<file path="src/sv/deq_pkg.sv">
// ----------------------------------------------------------------------------
// deq_pkg
// Shared codes for the double-ended queue: request actions and result status.
// ----------------------------------------------------------------------------
package deq_pkg;

  localparam int unsigned ActionW = 3;
  localparam int unsigned StatusW = 2;
  localparam int unsigned DataW   = 32;
  localparam int unsigned CountW  = 5;

  typedef enum logic [ActionW-1:0] {
    ACT_PUSH_FRONT = 3'd0,
    ACT_PUSH_BACK  = 3'd1,
    ACT_POP_FRONT  = 3'd2,
    ACT_POP_BACK   = 3'd3,
    ACT_PEEK_FRONT = 3'd4,
    ACT_PEEK_BACK  = 3'd5
  } action_e;

  typedef enum logic [StatusW-1:0] {
    ST_OK    = 2'd0,
    ST_EMPTY = 2'd1,
    ST_FULL  = 2'd2
  } status_e;

  // Data returned by a pop or peek of an empty queue.
  localparam logic [DataW-1:0] EmptyData = '1;

endpackage

</file>
<file path="src/sv/deq_ram.sv">
// ----------------------------------------------------------------------------
// deq_ram
// Generic single-clock RAM with one write port and one registered read port.
// ----------------------------------------------------------------------------
module deq_ram #(
  parameter int unsigned Width = 32,
  parameter int unsigned Depth = 16
) (
  input  logic                     clk_i,
  input  logic                     we_i,
  input  logic [$clog2(Depth)-1:0] waddr_i,
  input  logic [Width-1:0]         wdata_i,
  input  logic                     re_i,
  input  logic [$clog2(Depth)-1:0] raddr_i,
  output logic [Width-1:0]         rdata_o
);

  logic [Width-1:0] mem_q [Depth];
  logic [Width-1:0] rdata_q;

  always_ff @(posedge clk_i) begin
    if (we_i) begin
      mem_q[waddr_i] <= wdata_i;
    end
    if (re_i) begin
      rdata_q <= mem_q[raddr_i];
    end
  end

  assign rdata_o = rdata_q;

endmodule

</file>
<file path="src/sv/double_ended_queue.sv">
// A push or a request on an empty queue shows its result in the cycle after
// the transfer; a pop or peek of a stored entry passes through the RAM read
// register and then the output register. Pushes go at one per cycle while the
// output is not stalled; no new request is taken while a RAM read is in flight.
// Reset clears the head, the count, the read-busy flag and the output valid;
// RAM contents are left as they are and are never read before a push writes them.
// ----------------------------------------------------------------------------
// double_ended_queue
// Ring-buffer deque of signed 32-bit values with push, pop and peek at both
// ends. Entries live in a synchronous RAM; head and count are registers.
// ----------------------------------------------------------------------------
module double_ended_queue #(
  parameter int unsigned DEPTH = 16
) (
  input  logic                             clk_i,
  input  logic                             rst_ni,
  input  logic                             in_valid_i,
  output logic                             in_stall_o,
  input  logic [deq_pkg::ActionW-1:0]      action_i,
  input  logic signed [deq_pkg::DataW-1:0] value_i,
  output logic                             out_valid_o,
  input  logic                             out_stall_i,
  output logic signed [deq_pkg::DataW-1:0] data_o,
  output logic [deq_pkg::StatusW-1:0]      status_o,
  output logic [deq_pkg::CountW-1:0]       count_o
);

  import deq_pkg::*;

  localparam int unsigned AW = $clog2(DEPTH);
  localparam int unsigned CW = $clog2(DEPTH + 1);
  localparam int unsigned SW = CW + 1;
  localparam logic [AW-1:0] LastPos  = AW'(DEPTH - 1);
  localparam logic [CW-1:0] FullCnt  = CW'(DEPTH);
  localparam logic [SW-1:0] DepthSum = SW'(DEPTH);

  logic [AW-1:0] head_q, head_d;
  logic [CW-1:0] cnt_q, cnt_d;
  logic          busy_q, busy_d;
  logic          out_valid_q, out_valid_d;
  logic [DataW-1:0]   out_data_q;
  logic [StatusW-1:0] out_status_q;
  logic [CW-1:0]      out_cnt_q;

  logic             accept, out_free;
  logic             ram_we, ram_re;
  logic [AW-1:0]    ram_waddr, ram_raddr;
  logic [DataW-1:0] ram_rdata;
  logic [DataW-1:0] res_data;
  logic [StatusW-1:0] res_status;
  logic             needs_read;

  logic [AW-1:0] head_dec, head_inc, back_pos, tail_pos;
  logic [SW-1:0] back_sum, tail_sum;
  logic          is_empty, is_full;

  assign out_free   = ~out_valid_q | ~out_stall_i;
  assign in_stall_o = busy_q | ~out_free;
  assign accept     = in_valid_i & ~in_stall_o;

  assign is_empty = (cnt_q == '0);
  assign is_full  = (cnt_q == FullCnt);

  // Ring arithmetic; sums stay below twice the depth, so one subtract wraps.
  assign head_dec = (head_q == '0) ? LastPos : head_q - AW'(1);
  assign head_inc = (head_q == LastPos) ? '0 : head_q + AW'(1);
  assign back_sum = SW'(head_q) + SW'(cnt_q) - SW'(1);
  assign tail_sum = SW'(head_q) + SW'(cnt_q);
  always_comb begin
    logic [SW-1:0] b, t;
    b = (back_sum >= DepthSum) ? back_sum - DepthSum : back_sum;
    t = (tail_sum >= DepthSum) ? tail_sum - DepthSum : tail_sum;
    back_pos = b[AW-1:0];
    tail_pos = t[AW-1:0];
  end

  always_comb begin
    head_d     = head_q;
    cnt_d      = cnt_q;
    ram_we     = 1'b0;
    ram_waddr  = head_dec;
    ram_re     = 1'b0;
    ram_raddr  = head_q;
    res_data   = '0;
    res_status = ST_OK;
    needs_read = 1'b0;
    if (accept) begin
      unique case (action_i)
        ACT_PUSH_FRONT, ACT_PUSH_BACK: begin
          if (is_full) begin
            res_status = ST_FULL;
          end else begin
            ram_we = 1'b1;
            cnt_d  = cnt_q + CW'(1);
            if (action_i == ACT_PUSH_FRONT) begin
              head_d    = head_dec;
              ram_waddr = head_dec;
            end else begin
              ram_waddr = tail_pos;
            end
          end
        end
        ACT_POP_FRONT, ACT_POP_BACK, ACT_PEEK_FRONT, ACT_PEEK_BACK: begin
          if (is_empty) begin
            res_data   = EmptyData;
            res_status = ST_EMPTY;
          end else begin
            ram_re     = 1'b1;
            needs_read = 1'b1;
            if (action_i == ACT_POP_FRONT || action_i == ACT_PEEK_FRONT) begin
              ram_raddr = head_q;
            end else begin
              ram_raddr = back_pos;
            end
            if (action_i == ACT_POP_FRONT) begin
              head_d = head_inc;
            end
            if (action_i == ACT_POP_FRONT || action_i == ACT_POP_BACK) begin
              cnt_d = cnt_q - CW'(1);
            end
          end
        end
        default: begin
        end
      endcase
    end
  end

  deq_ram #(
    .Width (DataW),
    .Depth (DEPTH)
  ) u_ram (
    .clk_i   (clk_i),
    .we_i    (ram_we),
    .waddr_i (ram_waddr),
    .wdata_i (value_i),
    .re_i    (ram_re),
    .raddr_i (ram_raddr),
    .rdata_o (ram_rdata)
  );

  // A read in flight lands in the output register the cycle after; the
  // output register is known to be empty then, since the transfer required it.
  always_comb begin
    busy_d      = accept & needs_read;
    out_valid_d = out_valid_q;
    if (accept && !needs_read) begin
      out_valid_d = 1'b1;
    end else if (busy_q) begin
      out_valid_d = 1'b1;
    end else if (out_valid_q && !out_stall_i) begin
      out_valid_d = 1'b0;
    end
  end

  always_ff @(posedge clk_i or negedge rst_ni) begin
    if (!rst_ni) begin
      head_q      <= '0;
      cnt_q       <= '0;
      busy_q      <= 1'b0;
      out_valid_q <= 1'b0;
    end else begin
      head_q      <= head_d;
      cnt_q       <= cnt_d;
      busy_q      <= busy_d;
      out_valid_q <= out_valid_d;
    end
  end

  always_ff @(posedge clk_i) begin
    if (accept) begin
      out_status_q <= res_status;
      out_cnt_q    <= cnt_d;
      if (!needs_read) begin
        out_data_q <= res_data;
      end
    end else if (busy_q) begin
      out_data_q <= ram_rdata;
    end
  end

  logic [CW+CountW-1:0] cnt_ext;
  assign cnt_ext = {{CountW{1'b0}}, out_cnt_q};

  assign out_valid_o = out_valid_q;
  assign data_o      = out_data_q;
  assign status_o    = out_status_q;
  assign count_o     = cnt_ext[CountW-1:0];

  a_cnt_bound : assert property (@(posedge clk_i) disable iff (!rst_ni)
    cnt_q <= FullCnt)
    else $error("entry count above depth");

  a_head_bound : assert property (@(posedge clk_i) disable iff (!rst_ni)
    head_q <= LastPos)
    else $error("head index out of range");

  a_read_lands : assert property (@(posedge clk_i) disable iff (!rst_ni)
    busy_q |-> (!out_valid_q && in_stall_o))
    else $error("read return collides with a pending result");

  a_read_valid : assert property (@(posedge clk_i) disable iff (!rst_ni)
    busy_q |=> out_valid_q)
    else $error("read data not presented after read");

  a_push_count : assert property (@(posedge clk_i) disable iff (!rst_ni)
    (accept && ram_we) |=> (cnt_q == $past(cnt_q) + CW'(1)))
    else $error("push did not grow the count");

endmodule
</file>
<file path="config.mk">
export PLATFORM = sky130hd
export DESIGN_NAME = double_ended_queue
export DESIGN_NICKNAME = d
export VERILOG_FILES = /design/src/sv/deq_pkg.sv /design/src/sv/deq_ram.sv /design/src/sv/double_ended_queue.sv
export SDC_FILE = /design/constraint.sdc
export NUM_CORES = 1
export LEC_CHECK = 0
export BUFFER_PORTS_ARGS = -buffer_cell sky130_fd_sc_hd__buf_2
export CAP_MARGIN = 5
export CORE_MARGIN = 8
export CORE_UTILIZATION = 40
export CTS_CLUSTER_DIAMETER = 60
export DETAILED_ROUTE_END_ITERATION = 12
export PLACE_DENSITY = 0.58
export SLEW_MARGIN = 20
export SYNTH_ARGS = -nofsm -noshare
export SYNTH_HDL_FRONTEND = slang
export SYNTH_HIERARCHICAL = 1
export SYNTH_SLANG_ARGS = --single-unit
</file>
<file path="constraint.sdc">
create_clock -name clk_i -period 5.5 [get_ports clk_i]
set_clock_uncertainty 0.1 [all_clocks]
set_input_delay 0 -clock clk_i [delete_from_list [all_inputs] [get_ports clk_i]]
set_output_delay 0 -clock clk_i [all_outputs]
set_load 0.01 [all_outputs]
</file>
# Word level (Yosys, flattened, before mapping)
# Memories as Yosys holds them, arrays and structs flattened. A register that Yosys moved wholly into a read port is not among the register bits.
# Index checks and enable logic that the tools add are counted.
[op_classes]
addsub = 8
order_cmp = 2
n_eq_ne = 12
mux = 41
bitwise = 8
reduce_logical = 16
[op_table]
columns = ["operator", "count"]
rows = [
  ["$mux 32", 5],
  ["$mux 4", 16],
  ["$mux 5", 4],
  ["$ge 6x5->1 const B", 2],
  ["$mux 1", 12],
  ["$sub 4x1->4 const B", 3],
  ["$ne 2x2->1 const B", 5],
  ["$pmux 5 s2", 1],
  ["$pmux 4 s2", 1],
  ["$add 4x5->6", 1],
  ["$eq 3x2->1 const B", 2],
  ["$eq 3x3->1 const B", 2],
  ["$reduce_and 6->1", 1],
  ["$sub 6x1->6 const B", 1],
  ["$add 5x1->5 const B", 1],
  ["$eq 5x5->1 const B", 1],
  ["$logic_not 5->1", 1],
  ["$sub 5x1->5 const B", 1],
  ["$add 4x1->4 const B", 1],
  ["$eq 4x4->1 const B", 1],
  ["$logic_not 4->1", 1],
  ["$not 1->1", 4],
  ["$pmux 2 s2", 1],
  ["$reduce_bool 2->1", 2],
  ["other kinds (12)", 17],
]
[totals]
ff_bits = 50
ram_bits = 512
inputBits = 39
out_inout_bits = 41
elab_cells = 95
n_memories = 1
[memory_table]
columns = ["name", "words", "word_bits", "rd", "rd_ports_with_merged_regs", "wr", "line_no", "text"]
rows = [
  ["u_ram.mem_q", 16, 32, 1, 1, 1, "deq_ram.sv:18", "logic [Width-1:0] mem_q [Depth];"],
]

# Logic depth before layout (Yosys ltp)
[logic_depth]
word_depth = 10
mapped_depth = 13
depth_no_buf = 11

# Modules after synthesis
# Netlist, hierarchy kept.
[by_module_without_submodules]
columns = ["module", "n_inst", "cells_per_inst", "area_each_um2", "seq_area_each_um2"]
rows = [
  ["deq_ram", 1, 838, 20155.6, 16335.7],
  ["double_ended_queue", 1, 230, 2717.6, 1446.4],
]

# Least setup slack after synthesis
# No wires, ideal clock.
[synth_timing]
path_type = "register -> register"
start = "reg cnt_q[1]"
end = "mem u_ram.mem_q[0][0] (enable)"
setup_ps = 461
arrival_time_ps = 4314
t_required_ps = 4939
path_slack_ps = 625
path_stages_with_launch = 9
n_path_buf = 0
period_less_slack_ps = 4875
path_cell_list = "dfrtp_1 > inv_1 > ha_1 > nor3b_1 > a21o_1 > nor3_2 > a21oi_1 > or3b_2 > nor3_1"
[synth_via]
elab_chain_len = 7
elab_cells_between_ends = 14
classes_between = "add/sub (2); order compare (1); eq/ne (1); mux (10)"
[synth_lines]
columns = ["item", "line_no", "text"]
rows = [
  ["start: declaration", "double_ended_queue.sv:38", "logic [CW-1:0] cnt_q, cnt_d;"],
  ["start signal: assignment", "double_ended_queue.sv:164", "cnt_q <= cnt_d;"],
  ["$add 4x5->6", "double_ended_queue.sv:68", "assign tail_sum = SW'(head_q) + SW'(cnt_q);"],
  ["$ge 6x5->1 / $sub 4x1->4 (equally long branches)", "double_ended_queue.sv:72", "t = (tail_sum >= DepthSum) ? tail_sum - DepthSum : tail_sum;"],
  ["$mux 4", "double_ended_queue.sv:72", ""],
  ["$mux 4", "double_ended_queue.sv:95", "if (action_i == ACT_PUSH_FRONT) begin"],
  ["$mux 4 *", "double_ended_queue.sv:90", "if (is_full) begin"],
  ["$mux 4 *", "double_ended_queue.sv:88", "unique case (action_i)"],
  ["$mux 4 *", "double_ended_queue.sv:87", "if (accept) begin"],
  ["named net ram_waddr[2]", "double_ended_queue.sv:47", "logic [AW-1:0] ram_waddr, ram_raddr;"],
  ["end: declaration", "deq_ram.sv:18", ""],
]
# The timed path passes the listed nets; every way through them passes the cells marked *.

# Worst setup path after layout
[layout_timing]
start = "reg out_valid_q, in the netlist out_valid_o"
end = "mem u_ram.mem_q[14][15] (enable)"
[layout_via]
elab_cells_between_ends = 10
classes_between = "mux (4); bitwise (6)"
[layout_lines]
columns = ["item", "line_no", "text"]
rows = [
  ["start: declaration", "double_ended_queue.sv:40", "logic out_valid_q, out_valid_d;"],
  ["start signal: assignment", "double_ended_queue.sv:166", "out_valid_q <= out_valid_d;"],
  ["$not 1->1", "double_ended_queue.sv:57", "assign out_free = ~out_valid_q | ~out_stall_i;"],
  ["$or 1x1->1", "double_ended_queue.sv:57", ""],
  ["$not 1->1", "double_ended_queue.sv:58", "assign in_stall_o = busy_q | ~out_free;"],
  ["$or 1x1->1", "double_ended_queue.sv:58", ""],
  ["$not 1->1", "double_ended_queue.sv:59", "assign accept = in_valid_i & ~in_stall_o;"],
  ["$and 1x1->1", "double_ended_queue.sv:59", ""],
  ["$mux 4", "double_ended_queue.sv:87", ""],
  ["named net ram_waddr[1]", "double_ended_queue.sv:47", ""],
]
# The timed path passes the listed nets, and every way through them passes these cells.

==> impl_results.md <==
- Reg2Reg Setup Slack: 1.24 ns
- Critical Path Start Type: register
- Max clock buf depth: 3
- Maximum clock rate: 235 MHz
- TNS Setup: 0 ns
- Most frequent cells in the layout: edfxtp_1 (583), mux4_2 (128), buf_2 (79), a22oi_1 (64), clkbuf_16 (61)
- Unrepaired setup endpoints after global routing: no
- 1st-iter DRT viols: 980
- Met3 Track Usage GR: 2.66%
- Core Util, Final: between 40% and 50%
- Leading cell type in the layout, fill and taps excluded: edfxtp_1
- Post-synthesis async set-or-reset flop share: approximately 1.9%
- HPWL after DPL: 28.7 mm
- Pwr dens: 515 nW/um^2
- Critical path fanouts, max: 41
- Total track usage: 16.0%
- Post-route DRC violation count: 0
- Die Height: around 260 um
- Num CTS Buffers: 59
- Starting Density: 40.5%
- Worst-path clk slew: around 0.060 ns
- Root Buffer: clkbuf_16
- Tightest Pin Transition: 1.05 ns
- Final period util: 77.4%
- Hold Vio Cnt, Final: 0
- Syn_nets: 1120
- CP endpoint kind: register
- Final GP Congestion: 0.780
- Sequential power share: 40.4%
- Rel. slew slack: 29.7%
- Outcome: finished clean
- Switching part of the total: 29.3%
- Syn. warnings: 6
- Initial antenna violation count: 2
- H-tree level count: 2
- Mapped Area: between 20000 and 25000 sq um
- GR peak layer: met2
- Peak supply drop: 0.000387 V
- Avg WL per Cell: 25.3 um
- DRT antenna net count: 0
- Power Internal: 9.80 mW
- Synthesized netlist cell count: between 1000 and 1500
- Min cycle time layout: 4.26 ns
- Placed Cells: around 1900
- Met2 Track Usage GR: 24.8%
- DR vias: 11133
- Fill count: 4642
- Die width: around 260 um
- Mean post-synth cell area: 21.4 sq um
- Pin count of the biggest net entering global routing: 89
- Nets: 1277
- Comb pwr share: approximately 29%
- DR pass1 iterations: 5
- Layout area overhead: 17.7%
- Grt met1 use: between 20% and 30%
- Die Footprint: 65100 sq um
- DRT Wirelength: 51.4 mm
- Crit path required time: 5.71 ns
- Num rows: 87
- Post-synth top flop: edfxtp_1
- CTS sink count: 594
- Ports: 80
- CTS tree: yes
- Kind of critical path: register to register
- P_sw: just over 4 mW
- Min-Delay Path Class: primary input to register
- Final setup viols: 0
- Worst endpoint data arrival time: roughly 4.5 ns
- Port Buffer Count: 79
- Clock latency on the worst-skew pair: 0.62 ns
- Post-synth EDFFs: 583
- Number of global-route vias before repair: 11467
- Via/cell ratio: about 5.5
- Netlist cell types: 52
- Max Cap Viol: 0
- Global-route wire length before repair: 76.6 mm
- Clock group share of total power: between 30% and 40%
- Final Non-Filler Cells: 2030
- Share of post-route cells with drive strength above 1: between 20% and 30%
- Gr ovfl total: 0
- PostCTS Resize Cnt: 0
- Core area: 56500 sq um
- Leakage: approximately 8.9 nW
- #FFs+latches synth: 594
- Slew Viols, Final: 0
- Sequential share of the synthesized area: between 70 and 80%
routing by layer:
layer / wire length [um] / share of wire (%)
met4: 862 / 1.7
met5: 14 / 0.027
met1: 23800 / 46
met2: 23800 / 46
met3: 2960 / 5.7
final cells by class:
cell class                 instances  area, sq um  share of cell area, %
sequential                       594        17800                   66.1
multi-input combinational        403         4900                   18.2
clock buffer                      71         1560                   5.81
timing repair buffer             153         1200                   4.45
tap                              756          946                   3.51
clock inverter                    38          473                   1.76
inverter                          14         52.6                  0.195
antenna                            1         2.50                0.00930
state kept, by name (all words and copies together), names as in the netlist:
signal         count
u_ram/mem_q      512
data_o            32
u_ram/rdata_o     32
cnt_q              5
count_o            5
head_q             4
status_o           2
busy_q             1
out_valid_o        1
power groups by stage:
stage	sequential, mW	clock (mW)	combinational (mW)
2_1_floorplan	5.68	0	2.85
3_3_place_gp	5.68	0	4.07
3_5_place_dp	5.69	0	4.08
4_1_cts	5.60	4.31	4.12
5_1_grt	5.63	4.46	4.41
6_report	5.60	4.21	4.05
cell usage after synthesis, drive strengths merged, types with 3 or more instances:
cell,number,area (sq um)
a21o,35,263
inv,14,52.6
mux4,128,2880
nor2,27,106
nand3b,3,22.5
nor2b,3,18.8
nand2b,3,18.8
buf,35,230
dfrtp,11,275
clkbuf,22,82.6
edfxtp,583,17500
a22oi,64,480
ha,12,150
and3,3,18.8
nand2,45,176
xnor2,6,52.6
a21oi,16,83.8
nand3,6,30.0
o21ai,13,65.1
nor3,9,60.1
stage by stage:
step                      hold WS, ns  area (sq um)  total power, mW  setup slack (ns)
after floorplan                -0.396         22900             8.52             0.625
after global placement         -0.199         24500             9.75              1.42
after detailed placement       -0.202         24500             9.77              1.26
after CTS                     0.00466         26900             14.0              1.23
after global routing           0.0763         26900             14.5             0.981
final                          0.0279         26900             13.9              1.24
worst paths after layout:
check,start,end,cells past startpoint
max,out_valid_o,u_ram/mem_q[14][15],7
min,action_i[1],head_q[0],4
max reg2reg,out_valid_o,u_ram/mem_q[14][15],7
min reg2reg,u_ram/rdata_o[7],data_o[7],1
max in group asynchronous,rst_ni,head_q[1],3
min in group asynchronous,rst_ni,busy_q,3
cells by family (layout without fill, tap and decap cells):
logic type	Yosys count	in the layout	share of synthesized area, %
multiplexers	130	130	12.7
buffers and inverters	71	276	1.60
XOR/XNOR	8	8	0.366
AO/OA/AOI/OAI	142	142	4.45
AND/OR/NAND/NOR	110	110	2.41
flip-flops	594	594	77.7
adder cells (fa/ha/maj)	13	13	0.744
other	0	1	0
critical path, stage by stage, from the launching register on:
cell and delay [ns]:
dfrtp_1 0.41, a21oi_2 0.26, nand2_4 0.41, nor3_2 0.56
mux2i_1 0.67, nand2b_1 0.40, nor2_4 0.75, buf_4 0.35
timing repair:
action                                 4_1_cts  5_1_grt
setup buffers                                0        0
hold buffers                                39        0
endpoints found under the hold margin      531        0
No activity file was read; power rests on OpenSTA's default activity.
